<file path="src/hdl/sacl_ram.sv">
`timescale 1ns / 1ps

module sacl_ram #(
  parameter int WIDTH = 8,
  parameter int DEPTH = 16
) (
  input  logic                                   clk,
  input  logic                                   wr_en,
  input  logic [(DEPTH > 1 ? $clog2(DEPTH) : 1)-1:0] wr_addr,
  input  logic [WIDTH-1:0]                       wr_data,
  input  logic [(DEPTH > 1 ? $clog2(DEPTH) : 1)-1:0] rd_addr,
  output logic [WIDTH-1:0]                       rd_data
);

  logic [WIDTH-1:0] mem [DEPTH];

  always_ff @(posedge clk) begin
    if (wr_en) begin
      mem[wr_addr] <= wr_data;
    end
    rd_data <= mem[rd_addr];
  end

endmodule

</file>
<file path="config.mk">
export PLATFORM = sky130hd
export DESIGN_NAME = sacl_ram
export DESIGN_NICKNAME = d
export VERILOG_FILES = /design/src/hdl/sacl_ram.sv
export SDC_FILE = /design/constraint.sdc
export NUM_CORES = 1
export LEC_CHECK = 0
export BUFFER_PORTS_ARGS = -buffer_cell sky130_fd_sc_hd__buf_2
export CAP_MARGIN = 0
export CELL_PAD_IN_SITES_DETAIL_PLACEMENT = 1
export CELL_PAD_IN_SITES_GLOBAL_PLACEMENT = 1
export CORE_MARGIN = 3
export CORE_UTILIZATION = 50
export DETAILED_ROUTE_END_ITERATION = 10
export MAX_ROUTING_LAYER = met4
export PLACE_DENSITY_LB_ADDON = 0.05
export SLEW_MARGIN = 20
export SYNTH_ARGS = -nofsm -noshare
export SYNTH_HDL_FRONTEND = slang
export SYNTH_SLANG_ARGS = --single-unit
</file>
<file path="constraint.sdc">
create_clock -name clk -period 3.81 [get_ports clk]
set_clock_uncertainty 0.1 [all_clocks]
set_input_delay 0 -clock clk [delete_from_list [all_inputs] [get_ports clk]]
set_output_delay 0 -clock clk [all_outputs]
set_load 0.03 [all_outputs]
</file>
Yosys cells after proc, flatten, opt, wreduce, memory -nomap -nowiden
Memory sizes are Yosys's and may differ from the RTL's. A register that Yosys moved wholly into a read port is not among the register bits.
Cells that the tools add are included.
Widths: inputs -> output; s select.
{"block": "op_classes", "muxes": 2}
{"op": "$mux 1", "n": 2}
{"block": "totals", "out_inout_bits": 8, "mem_count": 1, "ram_bits": 128, "ff_bits": 0, "inputBits": 18}
{"name": "mem", "depth": 16, "word_bits": 8, "rd": 1, "rd_ports_with_merged_regs": 1, "write_ports": 1, "line_no": "15", "rtl": "logic [WIDTH-1:0] mem [DEPTH];"}

Longest topological paths before layout
Gate-level depths: netlist of the first run.
{"block": "depth", "word_depth": 2, "mapped_depth": 5}

Worst setup path before layout of the first run
No wires, ideal clock.
{"block": "synth_timing", "path_type": "input to register", "startpoint": "in wr_addr[2] in the netlist's numbering", "endpoint": "mem mem[0][0] (enable)", "path_stages": 2, "required_time_ns": 3.327, "arrival_time_ns": 1.110, "setup_slack_ns": 2.217, "cell_sequence": "or3b_2 nor3_1"}
{"element": "start: declaration", "line_no": "9", "rtl": "input logic [(DEPTH > 1 ? $clog2(DEPTH) : 1)-1:0] wr_addr,"}
{"element": "end: declaration", "line_no": "15"}
No word-level cell before the write port.

Worst setup path after layout of the first run
{"block": "layout_timing", "startpoint": "in wr_addr[2] in the netlist's numbering", "endpoint": "mem mem[0][1] (enable)"}
No word-level cell before the write port.

==> results of run 1 <==
power by group:
group	internal, W	switching, W	total (W)
registers	0.00167	0.0000117	0.00169
logic	0.0000704	0.000107	0.000177
clock network	0.00112	0.000592	0.00171
total	0.00286	0.000711	0.00357
through the flow:
| step | hold slack, ns | worst slack, ns | cells | total power [W] |
|---|---|---|---|---|
| finish | 0.0225 | 1.67 | 427 | 0.00357 |
| CTS | 0.00454 | 1.69 | 427 | 0.00360 |
| detailed placement | 0.306 | 1.70 | 380 | 0.00188 |
| global placement | 0.295 | 1.63 | 380 | 0.00188 |
| floorplan | -0.00113 | 2.22 | 229 | 0.00182 |
| global route | 0.0359 | 1.62 | 427 | 0.00368 |
synth_stat cells:
| cell type | n |
|---|---|
| nor2_1 | 13 |
| nor2b_1 | 1 |
| nand2b_1 | 2 |
| buf_6 | 3 |
| or3b_2 | 1 |
| nand3_1 | 1 |
| nand2_1 | 9 |
| mux4_2 | 18 |
| a22oi_1 | 16 |
| dfxtp_1 | 8 |
| clkdlybuf4s25_2 | 3 |
| buf_4 | 1 |
| nor3_1 | 4 |
| buf_2 | 3 |
| edfxtp_1 | 128 |
| and2_1 | 1 |
| and2b_1 | 1 |
| nand3b_1 | 2 |
| mux4_1 | 14 |
state kept, by name, indices dropped and copies added (netlist names):
register and cells:
mem 128, rd_data 8
worst paths after layout:
check | from | end | slack, ns
max | wr_addr[2] | mem[0][1]$_DFFE_PP_ | 1.67
min | wr_en | mem[4][5]$_DFFE_PP_ | 0.02
max reg2reg | mem[2][0]$_DFFE_PP_ | rd_data[0]$_DFF_P_ | 2.29
min reg2reg | mem[14][3]$_DFFE_PP_ | rd_data[3]$_DFF_P_ | 0.57
placed cells by master (no fill, tap or decap), types with 2 or more instances in the layout:
| master | Yosys | final |
|---|---|---|
| a22oi_1 | 16 | 16 |
| buf_2 | 3 | 25 |
| buf_4 | 1 | 3 |
| bufinv_16 | 0 | 5 |
| clkbuf_16 | 0 | 16 |
| clkinv_1 | 0 | 3 |
| clkinv_2 | 0 | 3 |
| clkinvlp_4 | 0 | 3 |
| dfxtp_1 | 8 | 8 |
| dlygate4sd3_1 | 0 | 15 |
| edfxtp_1 | 128 | 128 |
| mux4_1 | 14 | 14 |
| mux4_2 | 18 | 18 |
| nand2_1 | 9 | 9 |
| nand2b_1 | 2 | 2 |
| nand3b_1 | 2 | 2 |
| nor2_1 | 13 | 13 |
| nor3_1 | 4 | 2 |
| nor3_2 | 0 | 2 |
worst reg2reg max path, stage by stage (launching register included):
cell and delay [ns]:
edfxtp_1 0.39, mux4_1 0.51, a22oi_1 0.32, nand2_1 0.09
area by class of cell:
type / count / area share (%)
Clock buffer: 17 / 6.73
Tap cell: 133 / 2.70
Sequential cell: 136 / 65.0
Clock inverter: 15 / 3.37
Timing Repair Buffer: 43 / 4.84
Multi-Input combinational cell: 83 / 17.3
repair_timing:
item,4_1_cts,5_1_grt
buffers inserted,0,0
hold endpoints to repair,165,0
hold buffers,15,0
cells by family (layout without fill, tap and decap cells):
group                  Yosys count  in the layout  synth area share (%)
AO/OA/AOI/OAI                   16             16                  2.33
multiplexers                    32             32                  15.0
AND/OR/NAND/NOR                 35             35                  3.18
flip-flops                     136            136                  77.8
buffers and inverters           10             75                  1.68
metal layers:
metal  track usage (%)  share of wire, %  vias up
met3              5.46               4.1        9
met4              6.22               1.0        0
met1              26.6                43     1272
met5                 -                 0        -
met2              33.6                52       67
li1                  -                 -     1081
==> impl_results.html, run 1 <==
<table>
<tr><th>Metric</th><th>Value</th></tr>
<tr><th colspan="2">Clock tree</th></tr>
<tr><td>Buffer depth of the longest clock path</td><td>2</td></tr>
<tr><td>TritonCTS clock tree</td><td>done</td></tr>
<tr><td>Worst skew pair latency</td><td>roughly 0.52 ns</td></tr>
<tr><td>CTS resizes</td><td>0</td></tr>
<tr><td>Root Driver</td><td>clkbuf_8</td></tr>
<tr><td>Clock-pin slew reported for the worst setup and hold paths after clock tree synthesis</td><td>0.06 ns</td></tr>
<tr><td>CTS sink count</td><td>about 140</td></tr>
<tr><td>TritonCTS buffer count</td><td>17</td></tr>
<tr><td>H-tree depth</td><td>4</td></tr>
<tr><th colspan="2">STA</th></tr>
<tr><td>Slew at the pin closest to its max-slew limit</td><td>between 0.9 and 1 ns</td></tr>
<tr><td>Setup repair after global routing missed its margin</td><td>false</td></tr>
<tr><td>Min Clock Period, post-route</td><td>approximately 2.1 ns</td></tr>
<tr><td>Final total negative setup slack</td><td>0 ns</td></tr>
<tr><td>Ratio of final minimum period to clock period</td><td>56.2%</td></tr>
<tr><td>Final setup violation count</td><td>0</td></tr>
<tr><td>Fmax</td><td>between 0.4 and 0.5 GHz</td></tr>
<tr><td>Final Hold Fails</td><td>0</td></tr>
<tr><td>Final Max Tran Viols</td><td>0</td></tr>
<tr><td>Max_slew headroom</td><td>~36%</td></tr>
<tr><th colspan="2">Floorplan</th></tr>
<tr><td>Chip height</td><td>roughly 110 um</td></tr>
<tr><td>Number of rows in the core area</td><td>36</td></tr>
<tr><td>Horizontal die dimension</td><td>about 110 um</td></tr>
<tr><td>Top-Level Pins</td><td>26</td></tr>
<tr><td>Placeable core region</td><td>just under 0.01 sq mm</td></tr>
<tr><td>Floorplan die area</td><td>~0.012 sq mm</td></tr>
<tr><td>Initial Utilization</td><td>51.9%</td></tr>
<tr><th colspan="2">Drt</th></tr>
<tr><td>Via density per instance</td><td>between 5 and 6</td></tr>
<tr><td>DR vias</td><td>~2.4k</td></tr>
<tr><td>Average wire per cell in the routed design</td><td>between 20 and 25 um</td></tr>
<tr><td>Drt pass-1 iters</td><td>4</td></tr>
<tr><td>DR iter-0 viols</td><td>124</td></tr>
<tr><td>Antenna Violating Nets Remaining</td><td>0</td></tr>
<tr><td>Routed Wire Length</td><td>10,600 um</td></tr>
<tr><td>Detailed-route DRC error count</td><td>0</td></tr>
<tr><th colspan="2">Worst setup path</th></tr>
<tr><td>Slowest cell on the critical path</td><td>dlygate4sd3_1</td></tr>
<tr><td>CP startpoint kind</td><td>input pin</td></tr>
<tr><td>CP delay by family, top</td><td>buffers and inverters</td></tr>
<tr><td>Buf/Inv on CP</td><td>3</td></tr>
<tr><td>Delay of the slowest critical-path stage</td><td>0.87 ns</td></tr>
<tr><td>Highest net fanout along the worst path</td><td>8</td></tr>
<tr><td>Required time of the critical path</td><td>3.87 ns</td></tr>
<tr><td>CP dominant cell by count</td><td>dlygate4sd3_1</td></tr>
<tr><td>Arrival time at the worst endpoint</td><td>2.20 ns</td></tr>
<tr><td>Capturing element type of the critical path</td><td>register</td></tr>
<tr><td>Worst Reg-to-Reg Cells</td><td>3</td></tr>
<tr><td>Cell chain of the critical path</td><td>dlygate4sd3_1, buf_2, or3b_2, nor3_2, dlygate4sd3_1</td></tr>
<tr><td>Crit Path Class</td><td>input pin to register</td></tr>
<tr><td>Crit path depth</td><td>5</td></tr>
<tr><th colspan="2">Global routing</th></tr>
<tr><td>Maximum number of pins on one net before global-route repair</td><td>33</td></tr>
<tr><td>Remaining global-route overflow</td><td>0</td></tr>
<tr><td>First-pass GRT wire length</td><td>16,100 um</td></tr>
<tr><td>Number of antenna violations at the first check in global routing</td><td>0</td></tr>
<tr><td>Number of global-route vias before repair</td><td>approximately 2.7k</td></tr>
<tr><td>Total Routing Usage GR</td><td>20.9%</td></tr>
<tr><th colspan="2">Hold path</th></tr>
<tr><td>Worst hold stages</td><td>3</td></tr>
<tr><td>Class of the tightest hold or removal check</td><td>input pin to register</td></tr>
<tr><th colspan="2">Cells and area</th></tr>
<tr><td>Final core utilization</td><td>a little over 60%</td></tr>
<tr><td>Area taken by flip-flops and latches</td><td>around 0.0040 sq mm</td></tr>
<tr><td>Layout fillers</td><td>~820</td></tr>
<tr><td>Post-route cell area</td><td>around 0.0062 sq mm</td></tr>
<tr><td>Multi-input logic area</td><td>roughly 0.0011 sq mm</td></tr>
<tr><td>Area growth syn-to-layout</td><td>19.6%</td></tr>
<tr><td>ANT cells</td><td>0</td></tr>
<tr><td>Share of final-layout standard cells stronger than drive strength 1</td><td>around a quarter</td></tr>
<tr><td>Number of nets in the layout</td><td>299</td></tr>
<tr><th colspan="2">Placed design</th></tr>
<tr><td># port buffers</td><td>25</td></tr>
<tr><td>Placer's final routability congestion estimate</td><td>about 0.68</td></tr>
<tr><td>Placed inst area</td><td>roughly 0.0054 sq mm</td></tr>
<tr><td>HPWL reported at the end of detailed placement</td><td>6370 um</td></tr>
<tr><th colspan="2">Logic synthesis</th></tr>
<tr><td>Flip-flop and latch count after synthesis</td><td>136</td></tr>
<tr><td>Area share of the largest cell type after synthesis</td><td>between 70% and 80%</td></tr>
<tr><td>Proportion of synthesized chip area in sequential cells</td><td>roughly 78%</td></tr>
<tr><td>Leading cell types by total area after synthesis</td><td>edfxtp_1, mux4_2, mux4_1, dfxtp_1, a22oi_1</td></tr>
<tr><td>Distinct cells, synth</td><td>19</td></tr>
<tr><td>Synth Net Count</td><td>247</td></tr>
<tr><td>Synthesis Warnings</td><td>0</td></tr>
<tr><td>Mapped Area</td><td>0.00515 sq mm</td></tr>
<tr><td>Instance count of the mapped netlist</td><td>approximately 230</td></tr>
<tr><td>Cell taking the most area after synthesis</td><td>edfxtp_1</td></tr>
<tr><td>Post-Syn Area per Cell</td><td>22.5 sq um</td></tr>
<tr><th colspan="2">Power</th></tr>
<tr><td>Leakage</td><td>2.07 nW</td></tr>
<tr><td>Highest ir drop seen on vdd</td><td>~0.00032 V</td></tr>
<tr><td>Total power density per cell area</td><td>around 580 mW/mm^2</td></tr>
<tr><th colspan="2">Job</th></tr>
<tr><td>Number of violations of the max-capacitance limit</td><td>0</td></tr>
<tr><th colspan="2">Status</th></tr>
<tr><td>Outcome</td><td>finished, final reports clean</td></tr>
</table>
Note: power is estimated with default switching activity, not from simulation.
==> inputs of run 2 (changes only) <==
--- a/config.mk
+++ b/config.mk
@@ -10,7 +10,7 @@
 export CELL_PAD_IN_SITES_DETAIL_PLACEMENT = 1
 export CELL_PAD_IN_SITES_GLOBAL_PLACEMENT = 1
 export CORE_MARGIN = 3
-export CORE_UTILIZATION = 50
+export CORE_UTILIZATION = 48
 export DETAILED_ROUTE_END_ITERATION = 10
 export MAX_ROUTING_LAYER = met4
 export PLACE_DENSITY_LB_ADDON = 0.05
==> constraint.sdc (replaced) <==
create_clock -name clk -period 1.9 [get_ports clk]
set_clock_uncertainty 0.1 [all_clocks]
set_input_delay 0 -clock clk [delete_from_list [all_inputs] [get_ports clk]]
set_output_delay 0 -clock clk [all_outputs]
set_load 0.03 [all_outputs]
==> impl_results.html, run 2 (same netlist as run 1, synthesis figures left out) <==
<table>
<tr><th>Metric</th><th>Value</th></tr>
<tr><th colspan="2">Floorplan</th></tr>
<tr><td>Number of rows in the core area</td><td>37 (+2.8%)</td></tr>
<tr><td>Chip height</td><td>110 um (+1.9%)</td></tr>
<tr><td>Floorplan die area</td><td>0.0120 sq mm (+3.9%)</td></tr>
<tr><td>Horizontal die dimension</td><td>110 um (+1.9%)</td></tr>
<tr><td>Top-Level Pins</td><td>26 (unchanged)</td></tr>
<tr><td>Initial Utilization</td><td>49.6% (-2.3 points)</td></tr>
<tr><td>Placeable core region</td><td>0.0104 sq mm (+4.6%)</td></tr>
<tr><th colspan="2">Global routing</th></tr>
<tr><td>Number of global-route vias before repair</td><td>2,720 (+1.4%)</td></tr>
<tr><td>Most used routing layer</td><td>met2</td></tr>
<tr><td>Global routing met1 resource utilization</td><td>26.3% (-0.31 points)</td></tr>
<tr><td>Maximum number of pins on one net before global-route repair</td><td>33 (unchanged)</td></tr>
<tr><td>First-pass GRT wire length</td><td>16,200 um (+0.47%)</td></tr>
<tr><td>Routing usage on met2</td><td>32.1% (-1.6 points)</td></tr>
<tr><td>Remaining global-route overflow</td><td>0 (unchanged)</td></tr>
<tr><td>Total Routing Usage GR</td><td>20.1% (-0.78 points)</td></tr>
<tr><td>Number of antenna violations at the first check in global routing</td><td>0 (unchanged)</td></tr>
<tr><td>Met3 track demand over resource in global routing</td><td>4.46% (-1.0 points)</td></tr>
<tr><th colspan="2">Cells and area</th></tr>
<tr><td>Number of flip-flops under the largest register name</td><td>128 (unchanged)</td></tr>
<tr><td>Biggest registers after layout</td><td>mem x128, rd_data x8</td></tr>
<tr><td>Area taken by flip-flops and latches</td><td>0.00400 sq mm (unchanged)</td></tr>
<tr><td>Multi-input logic area</td><td>0.00106 sq mm (-0.94%)</td></tr>
<tr><td>Most frequent standard cell in the layout excluding fill and tap cells</td><td>edfxtp_1</td></tr>
<tr><td>Register with the highest flop count</td><td>mem</td></tr>
<tr><td>Area growth syn-to-layout</td><td>21.2%</td></tr>
<tr><td>Number of nets in the layout</td><td>313 (+4.7%)</td></tr>
<tr><td>ANT cells</td><td>0 (unchanged)</td></tr>
<tr><td>Share of final-layout standard cells stronger than drive strength 1</td><td>29.9% (+3.3 points)</td></tr>
<tr><td>Final core utilization</td><td>60.2% (-2.0 points)</td></tr>
<tr><td>Leading cell types in the layout, fill and taps excluded</td><td>edfxtp_1, buf_2, mux4_2, buf_4</td></tr>
<tr><td>Layout fillers</td><td>899 (+10%)</td></tr>
<tr><th colspan="2">Clock tree</th></tr>
<tr><td>CTS resizes</td><td>0 (unchanged)</td></tr>
<tr><td>Buffer depth of the longest clock path</td><td>2 (unchanged)</td></tr>
<tr><td>Clock-pin slew reported for the worst setup and hold paths after clock tree synthesis</td><td>0.06 ns (about the same)</td></tr>
<tr><td>TritonCTS clock tree</td><td>done</td></tr>
<tr><td>Setup Buffers After CTS</td><td>0 (unchanged)</td></tr>
<tr><td>Worst skew pair latency</td><td>0.51 ns (about the same)</td></tr>
<tr><td>CTS sink count</td><td>136 (unchanged)</td></tr>
<tr><td>H-tree depth</td><td>4 (unchanged)</td></tr>
<tr><td>TritonCTS buffer count</td><td>17 (unchanged)</td></tr>
<tr><td>Root Driver</td><td>clkbuf_8</td></tr>
<tr><td>Count of hold-fix buffers inserted at cts</td><td>12 (-3)</td></tr>
<tr><th colspan="2">STA</th></tr>
<tr><td>Final Max Tran Viols</td><td>0 (unchanged)</td></tr>
<tr><td>Final Hold Fails</td><td>0 (unchanged)</td></tr>
<tr><td>Min Clock Period, post-route</td><td>1.53 ns</td></tr>
<tr><td>Ratio of final minimum period to clock period</td><td>approximately 80%</td></tr>
<tr><td>Fmax</td><td>0.654 GHz</td></tr>
<tr><td>Final setup violation count</td><td>0 (unchanged)</td></tr>
<tr><td>Slew at the pin closest to its max-slew limit</td><td>0.628 ns (-0.326 ns)</td></tr>
<tr><td>Setup repair after global routing missed its margin</td><td>false</td></tr>
<tr><td>Max_slew headroom</td><td>58.0% (+22 points)</td></tr>
<tr><td>Final total negative setup slack</td><td>0 ns (unchanged)</td></tr>
<tr><th colspan="2">Power</th></tr>
<tr><td>Logic gate share of total power</td><td>5.3% (+0.3 points)</td></tr>
<tr><td>Clock power share</td><td>46.3% (-1.6 points)</td></tr>
<tr><td>Psw</td><td>0.00137 W (+93%)</td></tr>
<tr><td>Highest ir drop seen on vdd</td><td>0.000690 V (+120%)</td></tr>
<tr><td>Sequential group share of total power</td><td>48.4% (+1.2 points)</td></tr>
<tr><td>Total power density per cell area</td><td>1120 mW/mm^2 (+93%)</td></tr>
<tr><td>Leakage</td><td>2.15 nW (+3.9%)</td></tr>
<tr><td>Cell internal pwr</td><td>0.00560 W (+96%)</td></tr>
<tr><td>Net switching fraction of the power</td><td>19.7% (-0.25 points)</td></tr>
<tr><th colspan="2">Status</th></tr>
<tr><td>Outcome</td><td>finished, final reports clean</td></tr>
<tr><th colspan="2">Drt</th></tr>
<tr><td>Via density per instance</td><td>5.61 (-1.3%)</td></tr>
<tr><td>Average wire per cell in the routed design</td><td>23.9 um (-4.0%)</td></tr>
<tr><td>Antenna Violating Nets Remaining</td><td>0 (unchanged)</td></tr>
<tr><td>DR iter-0 viols</td><td>137 (+10%)</td></tr>
<tr><td>Detailed-route DRC error count</td><td>0 (unchanged)</td></tr>
<tr><td>Routed Wire Length</td><td>10,600 um (-0.23%)</td></tr>
<tr><td>DR vias</td><td>2,492 (+2.6%)</td></tr>
<tr><td>Drt pass-1 iters</td><td>4 (unchanged)</td></tr>
<tr><th colspan="2">Worst setup path</th></tr>
<tr><td>Arrival time at the worst endpoint</td><td>1.64 ns (-0.56 ns)</td></tr>
<tr><td>Highest net fanout along the worst path</td><td>8 (unchanged)</td></tr>
<tr><td>Crit Path Class</td><td>input pin to register</td></tr>
<tr><td>CP startpoint kind</td><td>input pin</td></tr>
<tr><td>Capturing element type of the critical path</td><td>register</td></tr>
<tr><td>Required time of the critical path</td><td>2.01 ns (-1.86 ns)</td></tr>
<tr><th colspan="2">Hold path</th></tr>
<tr><td>Class of the tightest hold or removal check</td><td>input pin to register</td></tr>
<tr><th colspan="2">Job</th></tr>
<tr><td>Number of violations of the max-capacitance limit</td><td>0 (unchanged)</td></tr>
<tr><th colspan="2">Placed design</th></tr>
<tr><td>Placer's final routability congestion estimate</td><td>0.789 (+16%)</td></tr>
<tr><td>HPWL reported at the end of detailed placement</td><td>6500 um (+2.0%)</td></tr>
<tr><td># port buffers</td><td>25 (unchanged)</td></tr>
</table>
run 2: changes by cell type in the layout (fill, tap and decap cells not counted), moves of 3 or more:
cell	delta
clkinvlp_4	-3
dlygate4sd3_1	-3
clkbuf_8	+3
clkinv_1	-3
buf_4	+15
clkbuf_1	+4
run 2: through the flow:
step / setup WS, ns / std cells / hold slack [ns] / total power (W) / area, sq um
6_report: 0.372 / 444 / 0.0209 / 0.00697 / 6240
5_1_grt: 0.314 / 444 / 0.0669 / 0.00721 / 6240
4_1_cts: 0.377 / 444 / 0.0139 / 0.00703 / 6240
3_5_place_dp: 0.258 / 400 / 0.299 / 0.00379 / 5530
3_3_place_gp: 0.301 / 400 / 0.283 / 0.00378 / 5530
2_1_floorplan: 0.307 / 229 / -0.00113 / 0.00364 / 5150
run 2: worst paths after layout:
check	slack, ns	depth (start not counted)	from	endpoint
worst max-delay path	0.37	5	wr_addr[1]	mem[0][2]$_DFFE_PP_
worst min-delay path	0.02	5	rd_addr[3]	rd_data[1]$_DFF_P_
worst max register to register	0.39	3	mem[1][2]$_DFFE_PP_	rd_data[2]$_DFF_P_
worst min register to register	0.57	3	mem[14][3]$_DFFE_PP_	rd_data[3]$_DFF_P_
run 2: worst max-delay path: stages:
cell and delay (ns):
dlygate4sd3_1 0.54, buf_2 0.17, nor3_1 0.17, dlygate4sd3_1 0.57, buf_4 0.19
run 2: layer usage:
metal  up-vias  wire (um)
met5         -          0
met1      1333       4800
met3         8        306
li1       1105          -
met2        46       5400
met4         0        108
run 2: cell type report:
cell class                 instances  area share, %
clock buffer                      24           7.54
clock inverter                     8           1.90
multi-input combinational         83           16.9
sequential                       136           64.2
tap                              136           2.73
timing repair buffer              57           6.74
run 2: power groups by stage:
stage               logic (W)  clock network [W]  registers, W
floorplan            0.000170                  0       0.00347
global placement     0.000346                  0       0.00343
detailed placement   0.000356                  0       0.00344
CTS                  0.000376            0.00328       0.00337
global route         0.000405            0.00343       0.00338
finish               0.000370            0.00323       0.00337
==> inputs of run 3 (changes only) <==
==> constraint.sdc (replaced) <==
create_clock -name clk -period 1.39 [get_ports clk]
set_clock_uncertainty 0.1 [all_clocks]
set_input_delay 0 -clock clk [delete_from_list [all_inputs] [get_ports clk]]
set_output_delay 0 -clock clk [all_outputs]
set_load 0.03 [all_outputs]
==> impl_results.html, run 3 (same netlist as run 1, synthesis figures left out) <==
<table>
<tr><th>Metric</th><th>Value</th></tr>
<tr><th colspan="2">Hold path</th></tr>
<tr><td>Class of the tightest hold or removal check</td><td>input pin to register</td></tr>
<tr><td>Origin of the worst min-delay path</td><td>rd_addr[3]</td></tr>
<tr><td>Worst hold stages</td><td>4 (-1)</td></tr>
<tr><th colspan="2">STA</th></tr>
<tr><td>Fmax</td><td>just over 0.7 GHz</td></tr>
<tr><td>Max_slew headroom</td><td>40.2% (-18 points)</td></tr>
<tr><td>Ratio of final minimum period to clock period</td><td>between 90 and 100%</td></tr>
<tr><td>Slew at the pin closest to its max-slew limit</td><td>0.896 ns (+0.268 ns)</td></tr>
<tr><td>Final Hold Fails</td><td>0 (unchanged)</td></tr>
<tr><td>Final Max Tran Viols</td><td>0 (unchanged)</td></tr>
<tr><td>Min Clock Period, post-route</td><td>1.38 ns</td></tr>
<tr><td>Setup repair after global routing missed its margin</td><td>true</td></tr>
<tr><td>Final setup violation count</td><td>0 (unchanged)</td></tr>
<tr><th colspan="2">Clock tree</th></tr>
<tr><td>H-tree depth</td><td>4 (unchanged)</td></tr>
<tr><td>TritonCTS buffer count</td><td>17 (unchanged)</td></tr>
<tr><td>Root Driver</td><td>clkbuf_8</td></tr>
<tr><td>Buffer depth of the longest clock path</td><td>2 (unchanged)</td></tr>
<tr><td>TritonCTS clock tree</td><td>done</td></tr>
<tr><td>Clock-pin slew reported for the worst setup and hold paths after clock tree synthesis</td><td>0.06 ns (about the same)</td></tr>
<tr><td>Setup Buffers After CTS</td><td>0 (unchanged)</td></tr>
<tr><td>Worst skew pair latency</td><td>0.52 ns (about the same)</td></tr>
<tr><td>CTS sink count</td><td>136 (unchanged)</td></tr>
<tr><th colspan="2">Worst setup path</th></tr>
<tr><td>Crit Path Class</td><td>register to register</td></tr>
<tr><td>Highest net fanout along the worst path</td><td>1 (-7)</td></tr>
<tr><td>Register-to-register setup slack</td><td>0.005 ns (-0.38 ns)</td></tr>
<tr><td>RR Startpoint</td><td>mem[0][3]$_DFFE_PP_</td></tr>
<tr><td>Reg-to-reg endpoint</td><td>rd_data[3]$_DFF_P_</td></tr>
<tr><td>Worst Reg-to-Reg Cells</td><td>3 (unchanged)</td></tr>
<tr><td>Arrival time at the worst endpoint</td><td>1.70 ns (+0.06 ns)</td></tr>
<tr><td>Required time of the critical path</td><td>1.70 ns (-0.31 ns)</td></tr>
<tr><td>Capturing element type of the critical path</td><td>register</td></tr>
<tr><td>CP startpoint kind</td><td>register</td></tr>
<tr><td>Launching element of the worst setup path</td><td>mem[0][3]$_DFFE_PP_</td></tr>
<tr><td>CP endpoint</td><td>rd_data[3]$_DFF_P_</td></tr>
<tr><th colspan="2">Cells and area</th></tr>
<tr><td>Post-route insts no fill</td><td>448 (+0.90%)</td></tr>
<tr><td>Share of final-layout standard cells stronger than drive strength 1</td><td>37.8% (+8.0 points)</td></tr>
<tr><td>Register with the highest flop count</td><td>mem</td></tr>
<tr><td>Leading cell types in the layout, fill and taps excluded</td><td>edfxtp_1, mux4_2, buf_2, buf_4, clkbuf_16</td></tr>
<tr><td>Biggest registers after layout</td><td>mem x128, rd_data x8</td></tr>
<tr><td>Number of flip-flops under the largest register name</td><td>128 (unchanged)</td></tr>
<tr><td>Layout fillers</td><td>895 (-0.44%)</td></tr>
<tr><td>Final core utilization</td><td>61.1% (+0.89 points)</td></tr>
<tr><td>Area growth syn-to-layout</td><td>23.0%</td></tr>
<tr><td>Number of nets in the layout</td><td>317 (+1.3%)</td></tr>
<tr><td>ANT cells</td><td>0 (unchanged)</td></tr>
<tr><td>Most frequent standard cell in the layout excluding fill and tap cells</td><td>edfxtp_1</td></tr>
<tr><th colspan="2">Global routing</th></tr>
<tr><td>Total Routing Usage GR</td><td>19.8% (-0.30 points)</td></tr>
<tr><td>First-pass GRT wire length</td><td>16,000 um (-1.4%)</td></tr>
<tr><td>Number of global-route vias before repair</td><td>2,741 (+0.77%)</td></tr>
<tr><td>Maximum number of pins on one net before global-route repair</td><td>23 (-30%)</td></tr>
<tr><td>Remaining global-route overflow</td><td>0 (unchanged)</td></tr>
<tr><td>Number of antenna violations at the first check in global routing</td><td>0 (unchanged)</td></tr>
<tr><th colspan="2">Placed design</th></tr>
<tr><td>Placer's final routability congestion estimate</td><td>0.771 (-2.3%)</td></tr>
<tr><td>Post-Place Cells</td><td>406 (+1.5%)</td></tr>
<tr><td># port buffers</td><td>25 (unchanged)</td></tr>
<tr><td>HPWL reported at the end of detailed placement</td><td>6670 um (+2.5%)</td></tr>
<tr><th colspan="2">Power</th></tr>
<tr><td>Total power density per cell area</td><td>1520 mW/mm^2 (+36%)</td></tr>
<tr><td>Leakage</td><td>2.14 nW (-0.55%)</td></tr>
<tr><td>Highest ir drop seen on vdd</td><td>0.000824 V (+19%)</td></tr>
<tr><th colspan="2">Drt</th></tr>
<tr><td>Average wire per cell in the routed design</td><td>23.4 um (-1.9%)</td></tr>
<tr><td>Detailed-route DRC error count</td><td>0 (unchanged)</td></tr>
<tr><td>DR vias</td><td>2,498 (+0.24%)</td></tr>
<tr><td>Drt pass-1 iters</td><td>4 (unchanged)</td></tr>
<tr><td>Antenna Violating Nets Remaining</td><td>0 (unchanged)</td></tr>
<tr><td>DR iter-0 viols</td><td>168 (+23%)</td></tr>
<tr><td>Via density per instance</td><td>5.58 (-0.65%)</td></tr>
<tr><td>Routed Wire Length</td><td>10,500 um (-1.0%)</td></tr>
<tr><th colspan="2">Floorplan</th></tr>
<tr><td>Placeable core region</td><td>0.0104 sq mm (unchanged)</td></tr>
<tr><td>Number of rows in the core area</td><td>37 (unchanged)</td></tr>
<tr><td>Top-Level Pins</td><td>26 (unchanged)</td></tr>
<tr><td>Initial Utilization</td><td>49.6% (unchanged)</td></tr>
<tr><td>Chip height</td><td>110 um (unchanged)</td></tr>
<tr><td>Horizontal die dimension</td><td>110 um (unchanged)</td></tr>
<tr><td>Floorplan die area</td><td>0.0120 sq mm (unchanged)</td></tr>
<tr><th colspan="2">Status</th></tr>
<tr><td>Outcome</td><td>finished, final reports clean</td></tr>
<tr><th colspan="2">Job</th></tr>
<tr><td>Number of violations of the max-capacitance limit</td><td>0 (unchanged)</td></tr>
</table>
-- run 3: cell count changes in the layout (fill, tap and decap cells not counted), moves of 9 or more --
| cell | change |
|---|---|
| mux4_1 | -9 |
| a22oi_1 | -10 |
| mux4_2 | +9 |
| a22oi_2 | +10 |
-- run 3: through the flow --
step                      setup TNS [ns]  total power, W  hold slack (ns)  setup slack (ns)  area, sq um
after floorplan                        0         0.00498         -0.00113            0.0239         5150
after global placement            -0.668         0.00519            0.288            -0.193         5620
after detailed placement          -0.966         0.00520            0.300            -0.201         5620
final                                  0         0.00965          0.00182           0.00511         6330
after global routing              -0.208         0.00997           0.0390           -0.0385         6330
after CTS                       -0.00721         0.00974          0.00245          -0.00721         6340
-- run 3: how the worst min path moves through the flow --
stage | endpoint
final | rd_data[5]$_DFF_P_
after global routing | mem[0][7]$_DFFE_PP_
after CTS | rd_data[1]$_DFF_P_
after detailed placement | mem[6][5]$_DFFE_PP_
after global placement | mem[4][2]$_DFFE_PP_
after floorplan | mem[0][0]$_DFFE_PP_
-- run 3: layout make-up --
cell class / count / area (sq um) / area share [%]
well taps: 136 / 170 / 2.69
clock inverters: 15 / 184 / 2.90
flip-flops and latches: 136 / 4000 / 63.2
repair buffers: 61 / 483 / 7.63
multi-input cells: 83 / 1080 / 17.0
clock buffers: 17 / 414 / 6.54
-- run 3: per-layer routing --
metal	up-vias	part of all wire (%)	global-route usage, %
li1	1107	-	-
met1	1333	45	25.3
met2	46	51	31.6
met3	12	2.7	4.23
met4	0	1.3	7.21
met5	-	0	-
-- run 3: critical path, stage by stage (launching register included) --
cell      delay (ns)
edfxtp_1        0.42
mux4_2          0.49
a22oi_2         0.20
nand2_1         0.07
-- run 3: report_power, final --
part	switching (W)	internal, W
Clock	0.00161	0.00288
Sequential	0.0000286	0.00459
Combinational	0.000313	0.000234
Total	0.00196	0.00770
-- run 3: timing repair --
action / in CTS / in global routing
hold endpoints to repair: 160 / 0
endpoints found under the setup margin: 7 / 8
hold buffers: 10 / 0
gates resized for setup: 10 / 9
pin swaps: 6 / 4
